## config.mk

```make
export PLATFORM = sky130hd
export DESIGN_NAME = ffha_ctrl
export DESIGN_NICKNAME = d
export VERILOG_FILES = /design/src/hw/rtl/ffha_pkg.sv /design/src/hw/rtl/ffha_ctrl.sv
export SDC_FILE = /design/constraint.sdc
export NUM_CORES = 1
export LEC_CHECK = 0
export BUFFER_PORTS_ARGS = -buffer_cell sky130_fd_sc_hd__clkbuf_2
export CAP_MARGIN = 30
export CORE_MARGIN = 5
export CORE_UTILIZATION = 40
export CTS_BUF_LIST = sky130_fd_sc_hd__clkbuf_16
export DETAILED_ROUTE_END_ITERATION = 6
export GPL_TIMING_DRIVEN = 0
export HOLD_SLACK_MARGIN = 0.05
export PLACE_DENSITY = 0.68
export SLEW_MARGIN = 25
export SYNTH_ARGS = -nofsm -noshare
export SYNTH_HDL_FRONTEND = slang
export SYNTH_SLANG_ARGS = --single-unit
```

## constraint.sdc

```tcl
create_clock -name clock -period 3.2 [get_ports clock]
set_input_delay 0.32 -clock clock [delete_from_list [all_inputs] [get_ports clock]]
set_output_delay 0.32 -clock clock [all_outputs]
set_load 0.005 [all_outputs]
```

## src/hw/rtl/ffha_pkg.sv

```systemverilog
`timescale 1ns / 1ps
// ============================================================================
// ffha_pkg
// Shared types and constants of the first-fit heap allocator.
// ============================================================================
package ffha_pkg;

   // Default sizing handed to the top level
   localparam int HEAP_WORDS_DEF = 1024;
   localparam int WORD_BYTES_DEF = 4;

   // The pool never exceeds this many words (length headers are 12-bit signed)
   localparam int POOL_CAP = 2047;
   localparam int POOL_W   = 11;

   // Heap words: signed lengths, header included
   localparam int WORD_W = 12;
   // Walk positions and lengths, unsigned
   localparam int POS_W  = 12;

   // Field widths of one beat
   localparam int TYPE_W   = 2;
   localparam int BYTES_W  = 13;
   localparam int HANDLE_W = 10;
   localparam int STATUS_W = 2;

   // Ceil/floor division by the word size through a reciprocal multiply:
   // operand up to BYTES_W + 1 bits, shift = operand width + 3 covers divisors to 8
   localparam int OPND_W    = BYTES_W + 1;
   localparam int DIV_SHIFT = OPND_W + 3;
   localparam int RECIP_W   = DIV_SHIFT + 1;
   localparam int PROD_W    = OPND_W + RECIP_W;
   localparam int QUOT_W    = PROD_W - DIV_SHIFT;

   typedef enum logic [TYPE_W-1:0] {
      REQ_INIT  = 2'd0,
      REQ_ALLOC = 2'd1,
      REQ_FREE  = 2'd2
   } req_kind_type;

   typedef enum logic [STATUS_W-1:0] {
      ST_OK       = 2'd0,
      ST_NO_FIT   = 2'd1,
      ST_TOO_BIG  = 2'd2,
      ST_FREE_IGN = 2'd3
   } status_code_type;

   typedef enum logic [0:0] {
      RD_POS = 1'b0,
      RD_NXT = 1'b1
   } rd_sel_type;

   typedef enum logic [2:0] {
      WR_POOL  = 3'd0,
      WR_FIRST = 3'd1,
      WR_STUB  = 3'd2,
      WR_SPLIT = 3'd3,
      WR_MARK  = 3'd4,
      WR_MERGE = 3'd5
   } wr_sel_type;

   typedef enum logic [3:0] {
      S_IDLE,
      S_DIV,
      S_DISPATCH,
      S_INIT_POOL,
      S_INIT_FIRST,
      S_INIT_STUB,
      S_A_RD,
      S_A_EVAL,
      S_A_SPLIT,
      S_A_MARK,
      S_F_RD,
      S_F_EVAL,
      S_M_RD,
      S_M_EVAL,
      S_M_WR,
      S_FINISH
   } state_type;

   typedef struct packed {
      logic            load_req;
      logic            mul;
      logic            set_pool;
      logic            pos_init;
      logic            pos_step;
      logic            len_from_hdr;
      logic            len_add;
      logic            rd_en;
      rd_sel_type      rd_sel;
      logic            wr_en;
      wr_sel_type      wr_sel;
      logic            res_load;
      logic            res_granted;
      logic            res_use_pos;
      status_code_type res_status;
      logic            load_rsp;
   } ctrl_cmd_type;

   typedef struct packed {
      logic [TYPE_W-1:0] req_kind;
      logic              need_gt_pool;
      logic              pool_small;
      logic              handle_bad;
      logic              pos_at_end;
      logic              rd_zero;
      logic              rd_fits;
      logic              rd_neg;
      logic              step_over;
      logic              pos_is_h;
      logic              nxt_at_end;
      logic              merge_stop;
      logic              rsp_busy;
   } ctrl_stat_type;

endpackage

```

## src/hw/rtl/ffha_ctrl.sv

```systemverilog
`timescale 1ns / 1ps
// ============================================================================
// ffha_ctrl
// Sequencer for pool init, first-fit walk, free search and forward merge.
// ============================================================================
module ffha_ctrl (
   input  logic                    clock,
   input  logic                    reset,
   input  logic                    req_valid,
   output logic                    req_ready,
   input  ffha_pkg::ctrl_stat_type stat,
   output ffha_pkg::ctrl_cmd_type  cmd
);

   ffha_pkg::state_type state_ff, state_in;

   always_ff @(posedge clock) begin
      if (reset) begin
         state_ff <= ffha_pkg::S_IDLE;
      end else begin
         state_ff <= state_in;
      end
   end

   always_comb begin
      cmd            = '0;
      cmd.rd_sel     = ffha_pkg::RD_POS;
      cmd.wr_sel     = ffha_pkg::WR_POOL;
      cmd.res_status = ffha_pkg::ST_OK;
      req_ready      = 1'b0;
      state_in       = state_ff;
      unique case (state_ff)
         ffha_pkg::S_IDLE: begin
            req_ready = !reset;
            if (req_valid && !reset) begin
               cmd.load_req = 1'b1;
               cmd.mul      = 1'b1;
               state_in     = ffha_pkg::S_DIV;
            end
         end
         ffha_pkg::S_DIV: begin
            state_in = ffha_pkg::S_DISPATCH;
         end
         ffha_pkg::S_DISPATCH: begin
            cmd.res_load = 1'b1;
            if (stat.req_kind == ffha_pkg::REQ_INIT) begin
               cmd.res_load = 1'b0;
               state_in     = ffha_pkg::S_INIT_POOL;
            end else if (stat.req_kind == ffha_pkg::REQ_ALLOC) begin
               if (stat.need_gt_pool) begin
                  cmd.res_status = ffha_pkg::ST_TOO_BIG;
                  state_in       = ffha_pkg::S_FINISH;
               end else if (stat.pool_small) begin
                  cmd.res_status = ffha_pkg::ST_NO_FIT;
                  state_in       = ffha_pkg::S_FINISH;
               end else begin
                  cmd.res_load = 1'b0;
                  cmd.pos_init = 1'b1;
                  state_in     = ffha_pkg::S_A_RD;
               end
            end else if (stat.req_kind == ffha_pkg::REQ_FREE) begin
               if (stat.handle_bad) begin
                  cmd.res_status = ffha_pkg::ST_FREE_IGN;
                  state_in       = ffha_pkg::S_FINISH;
               end else begin
                  cmd.res_load = 1'b0;
                  cmd.pos_init = 1'b1;
                  state_in     = ffha_pkg::S_F_RD;
               end
            end else begin
               cmd.res_status = ffha_pkg::ST_FREE_IGN;
               state_in       = ffha_pkg::S_FINISH;
            end
         end
         ffha_pkg::S_INIT_POOL: begin
            cmd.set_pool = 1'b1;
            cmd.wr_en    = 1'b1;
            cmd.wr_sel   = ffha_pkg::WR_POOL;
            state_in     = ffha_pkg::S_INIT_FIRST;
         end
         ffha_pkg::S_INIT_FIRST: begin
            if (stat.pool_small) begin
               cmd.res_load    = 1'b1;
               cmd.res_granted = 1'b1;
               state_in        = ffha_pkg::S_FINISH;
            end else begin
               cmd.wr_en  = 1'b1;
               cmd.wr_sel = ffha_pkg::WR_FIRST;
               state_in   = ffha_pkg::S_INIT_STUB;
            end
         end
         ffha_pkg::S_INIT_STUB: begin
            cmd.wr_en       = 1'b1;
            cmd.wr_sel      = ffha_pkg::WR_STUB;
            cmd.res_load    = 1'b1;
            cmd.res_granted = 1'b1;
            state_in        = ffha_pkg::S_FINISH;
         end
         ffha_pkg::S_A_RD: begin
            if (stat.pos_at_end) begin
               cmd.res_load   = 1'b1;
               cmd.res_status = ffha_pkg::ST_NO_FIT;
               state_in       = ffha_pkg::S_FINISH;
            end else begin
               cmd.rd_en  = 1'b1;
               cmd.rd_sel = ffha_pkg::RD_POS;
               state_in   = ffha_pkg::S_A_EVAL;
            end
         end
         ffha_pkg::S_A_EVAL: begin
            if (stat.rd_zero) begin
               cmd.res_load   = 1'b1;
               cmd.res_status = ffha_pkg::ST_NO_FIT;
               state_in       = ffha_pkg::S_FINISH;
            end else if (stat.rd_fits) begin
               state_in = ffha_pkg::S_A_SPLIT;
            end else if (stat.step_over) begin
               cmd.res_load   = 1'b1;
               cmd.res_status = ffha_pkg::ST_NO_FIT;
               state_in       = ffha_pkg::S_FINISH;
            end else begin
               cmd.pos_step = 1'b1;
               state_in     = ffha_pkg::S_A_RD;
            end
         end
         ffha_pkg::S_A_SPLIT: begin
            cmd.wr_en  = 1'b1;
            cmd.wr_sel = ffha_pkg::WR_SPLIT;
            state_in   = ffha_pkg::S_A_MARK;
         end
         ffha_pkg::S_A_MARK: begin
            cmd.wr_en       = 1'b1;
            cmd.wr_sel      = ffha_pkg::WR_MARK;
            cmd.res_load    = 1'b1;
            cmd.res_granted = 1'b1;
            cmd.res_use_pos = 1'b1;
            state_in        = ffha_pkg::S_FINISH;
         end
         ffha_pkg::S_F_RD: begin
            if (stat.pos_at_end) begin
               cmd.res_load   = 1'b1;
               cmd.res_status = ffha_pkg::ST_FREE_IGN;
               state_in       = ffha_pkg::S_FINISH;
            end else begin
               cmd.rd_en  = 1'b1;
               cmd.rd_sel = ffha_pkg::RD_POS;
               state_in   = ffha_pkg::S_F_EVAL;
            end
         end
         ffha_pkg::S_F_EVAL: begin
            if (stat.pos_is_h) begin
               if (stat.rd_neg) begin
                  cmd.len_from_hdr = 1'b1;
                  state_in         = ffha_pkg::S_M_RD;
               end else begin
                  cmd.res_load   = 1'b1;
                  cmd.res_status = ffha_pkg::ST_FREE_IGN;
                  state_in       = ffha_pkg::S_FINISH;
               end
            end else if (stat.rd_zero || stat.step_over) begin
               cmd.res_load   = 1'b1;
               cmd.res_status = ffha_pkg::ST_FREE_IGN;
               state_in       = ffha_pkg::S_FINISH;
            end else begin
               cmd.pos_step = 1'b1;
               state_in     = ffha_pkg::S_F_RD;
            end
         end
         ffha_pkg::S_M_RD: begin
            if (stat.nxt_at_end) begin
               state_in = ffha_pkg::S_M_WR;
            end else begin
               cmd.rd_en  = 1'b1;
               cmd.rd_sel = ffha_pkg::RD_NXT;
               state_in   = ffha_pkg::S_M_EVAL;
            end
         end
         ffha_pkg::S_M_EVAL: begin
            if (stat.merge_stop) begin
               state_in = ffha_pkg::S_M_WR;
            end else begin
               cmd.len_add = 1'b1;
               state_in    = ffha_pkg::S_M_RD;
            end
         end
         ffha_pkg::S_M_WR: begin
            cmd.wr_en       = 1'b1;
            cmd.wr_sel      = ffha_pkg::WR_MERGE;
            cmd.res_load    = 1'b1;
            cmd.res_granted = 1'b1;
            state_in        = ffha_pkg::S_FINISH;
         end
         ffha_pkg::S_FINISH: begin
            if (!stat.rsp_busy) begin
               cmd.load_rsp = 1'b1;
               state_in     = ffha_pkg::S_IDLE;
            end
         end
         default: begin
            state_in = ffha_pkg::S_IDLE;
         end
      endcase
   end

endmodule

```

Yosys cells after proc, flatten, opt, wreduce, memory -nomap -nowiden
Index checks and enable logic that the tools add are counted.

Equality and inequality tests: 19. Mux-type cells: 81. Reductions and logical operators: 8.

Operator list (count): $pmux 4 s14 (1); $mux 4 (13); $mux 1 (40); $mux 2 (17); $eq 4x4->1 const B (8); $pmux 4 s6 (1); $eq 4x3->1 const B (4); $mux 3 (4); $pmux 2 s5 (1); $eq 4x2->1 const B (2); $pmux 1 s6 (1); $eq 4x1->1 const B (1); $logic_not 4->1 (1); $ne 2x2->1 const B (2); $pmux 1 s2 (2); $pmux 2 s2 (1); $reduce_or 3->1 (1); $eq 2x1->1 const B (1); $eq 2x2->1 const B (1); $logic_not 2->1 (1); $reduce_and 2->1 (1); $reduce_or 2->1 (1); $logic_and 1x1->1 (1); $logic_not 1->1 (1); $logic_or 1x1->1 (1).

Input bits: 17. Output and inout port bits: 20. Word-level logic and storage cells: 109. Register bits: 4.

Logic depth before layout (Yosys ltp)
Word-level depth: 5. Gate-level depth with buffers: 6. Mapped depth without buffers: 4.

Worst setup path after synthesis
OpenSTA, ideal clock, no wires.

Path type: register to output. From: reg state_ff[3]. To: out cmd[18] (netlist bit). Stages on the path, launching flop included: 6. Required time: 2.880 ns. Buffers on the path: 2. Path slack: 1.647 ns. Arrival time: 1.233 ns. Cells stage by stage: dfxtp_1 -> buf_4 -> or2_1 -> nor4_2 -> and2_1 -> buf_4.

RTL lines: start: declaration (line ffha_ctrl.sv:15) `ffha_pkg::state_type state_ff, state_in;`; start signal: assignment (line ffha_ctrl.sv:19) `state_ff <= ffha_pkg::S_IDLE;`; start signal: assignment (line ffha_ctrl.sv:21) `state_ff <= state_in;`; end: declaration (line ffha_ctrl.sv:12) `output ffha_pkg::ctrl_cmd_type cmd`.

==> results by group <==
Run status
  – Status: complete, no violations

Yosys
  – Number of synthesized flops with an enable pin: 0
  – Synth Area in Compound Gates: 37.1%
  – Post-Synthesis Net Count: 153
  – Yosys top cell by area: dfxtp_1
  – Dominant cells by area after synthesis: dfxtp_1 9.0%, a21oi_1 5.6%, nand2_1 5.0%
  – Syn_area_per_cell: around 6.6 sq um
  – Post-synthesis adder-cell area fraction: 0%
  – Post-Synth XOR/XNOR Area: 0%
  – Multiplexer area fraction after synthesis: between 1 and 1.5%
  – Most frequent cell after synthesis: nand2_1
  – YS warnings: 0
  – Register area share after synthesis: 8.95%
  – Largest family of logic cells by synthesized area: simple AND/OR/NAND/NOR gates
  – Post-synth top area share: under 10%
  – Most used DFF post-synth: dfxtp_1
  – Post-Synth Simple-Gate Area: 39.4%
  – Post-synth top cells: 12 x nand2_1, 11 x nor2_1, 10 x a21oi_1
  – Post-synth ARST share: 0%
  – Seq cells post-synth: 4
  – Post-synth cell types: 52
  – Mapped Area: around 890 sq um
  – Gate Count Post-Synth: approximately 140

Setup path
  – CP Class: flip-flop to output pin
  – CP endpoint kind: output pin
  – Worst path required time: roughly 2.9 ns
  – Worst Path Arrival: 1.78 ns
  – Worst setup SP type: flip-flop
  – Worst Path Max Fanout: 10

Clocking
  – Clock Sink Count: 4
  – Clock-pin slew on the worst setup and hold paths: 0.03 ns
  – Root buf cell: clkbuf_16
  – H-tree depth: 1
  – Total CTS buffers: 3
  – CTS tree: done
  – Post-CTS sizing: 0
  – Clk_lat worst skew: 0.22 ns
  – CTS max path bufs: 2
  – Post-CTS setup buffer count: 0
  – Hold-fix buffers, CTS: 0

STA
  – Final setup violation count: 0
  – Final hold viol count: 0
  – Normalized max-slew margin: between 70% and 80%
  – Period utilization: roughly two thirds
  – Final Skew: ~0.0012 ns
  – RSZ-0062 raised after global routing: false
  – Final min period: roughly 2.1 ns
  – Worst-Margin Slew: 0.415 ns
  – Setup_tns: 0 ns
  – Slew Limit Fails: 0
  – Max Freq: 477 MHz

Detailed routing
  – Max layer used: met3
  – Initial drt markers: between 60 and 70
  – Final antenna-violating net count: 0
  – DRC viols: 0
  – Detailed Routing Iterations Pass 1: 4
  – Routed wl met2: 1470 um
  – Vias per cell: 5.92
  – WL final: roughly 3200 um
  – DR WL met3: 371 um
  – Via count: 1201
  – Routed metal-1 wirelength: 1320 um
  – DR WL/cell: 15.6 um

Power
  – Clock power share: 18.0%
  – Sequential share of power: 8.7%
  – Design Power: between 1000 and 1500 uW
  – Switching share of power: 47.6%
  – P_sw: 510 uW
  – Cell internal pwr: 562 uW
  – Pleak: between 0.0005 and 0.0006 uW
  – Comb power frac: 73.3%
  – PD cells: 905 mW/mm^2
  – VDD IR max: 0.512 mV

Layout
  – Top register by number of flip-flops: state_ff
  – Largest regs: state_ff x4
  – Final instance area: 0.00118 sq mm
  – Max reg flops: 4
  – Area grow syn2layout: 32.4%
  – Final core utilization: 54.6%
  – Fill cell count: 226
  – Final std cells w/o fill: 203
  – Final net count: 194
  – N_diodes: 0
  – Layout cells sized above 1: 34.3%

Floorplan
  – Starting Density: 41.2%
  – Die Width: 57.3 um
  – Die ar.: 0.00328 sq mm
  – Ports: 37
  – Num rows: 17
  – Core area: 0.00217 sq mm
  – Die extent in y: 57.3 um

Global routing
  – Number of global-route vias before repair: 1100
  – Largest net degree at the start of global routing: 11
  – GRT Util Overall: 19.1%
  – Initial antenna violation count: 0
  – GRT overflow: 0
  – First-pass GRT wire length: 5150 um

Placed design
  – Dpl hpwl: between 2000 and 2500 um
  – Final Wtd Congestion: 0.966
  – DP Area: 0.00111 sq mm
  – Placed cells: 200
  – Number of I/O port buffers: 36

Run
  – MaxCap Viol Count: 0

Min path
  – Worst min path class: input pin to flip-flop
## metrics by stage
| stage | worst slack, ns | hold slack, ns |
|---|---|---|
| finish | 1.10 | 0.350 |
| global route | 1.07 | 0.360 |
| CTS | 1.16 | 0.346 |
| detailed placement | 1.38 | 0.574 |
| global placement | 1.39 | 0.571 |
| floorplan | 1.65 | 0.389 |
## power by group through the flow
stage | clock network, uW | registers (uW) | logic (uW)
4_1_cts | 195 | 92.4 | 773
2_1_floorplan | 0 | 87.2 | 557
6_report | 193 | 93.3 | 786
5_1_grt | 200 | 96.7 | 856
3_5_place_dp | 0 | 91.3 | 768
3_3_place_gp | 0 | 91.0 | 768
## kinds of logic (layout without fill, tap and decap cells)
| logic type | after synthesis | count (layout) |
|---|---|---|
| DFF | 4 | 4 |
| muxes | 1 | 1 |
| and+or+nand+nor | 62 | 62 |
| buffers and inverters | 20 | 59 |
| AOI/OAI and AO/OA | 49 | 49 |
## path summary, 6_finish.rpt
| kind | startpoint | to | slack, ns | depth (start not counted) |
|---|---|---|---|---|
| min | reset | state_ff[3] | 0.35 | 2 |
| max | state_ff[3] | cmd[5] | 1.10 | 6 |
| max reg2reg | state_ff[0] | state_ff[1] | 1.77 | 5 |
| min reg2reg | state_ff[2] | state_ff[2] | 0.83 | 3 |
## area by class of cell
class,count,area (sq um),area share (%)
inverters,8,30.0,2.53
well taps,28,35.0,2.96
repair buffers,36,180,15.2
plain buffers,12,90.1,7.60
flip-flops and latches,4,80.1,6.76
clock buffers,3,75.1,6.34
multi-input cells,112,694,58.6
## placed cells by master, fill, tap and decap left out, drive strengths merged, types with 2 or more instances in the layout
master	synthesis	final
a21oi	10	10
clkbuf	1	40
nand2	14	14
nand3	2	2
or3	2	2
and2	2	2
o221ai	2	2
nand2b	6	6
buf	11	11
nor2b	6	6
a31oi	5	5
o2111ai	2	2
a22oi	2	2
and2b	2	2
o22ai	2	2
nor3	9	9
nor4	2	2
o21ai	13	13
nand3b	2	2
dfxtp	4	4
inv	7	7
nor2	11	11
## worst max-delay path: stages (launching register included)
cell,delay [ns]
dfxtp_1,0.36
buf_4,0.19
nor2b_2,0.29
o21ai_1,0.11
a31oi_1,0.34
a211o_1,0.16
clkbuf_2,0.10
## layer usage
layer  vias to the layer above  track usage [%]
li1                        584                -
met2                        73             32.5
met3                         0             3.85
met4                         0             2.98
met5                         -                0
met1                       544             25.5
Note: power is estimated with default switching activity, not from simulation.
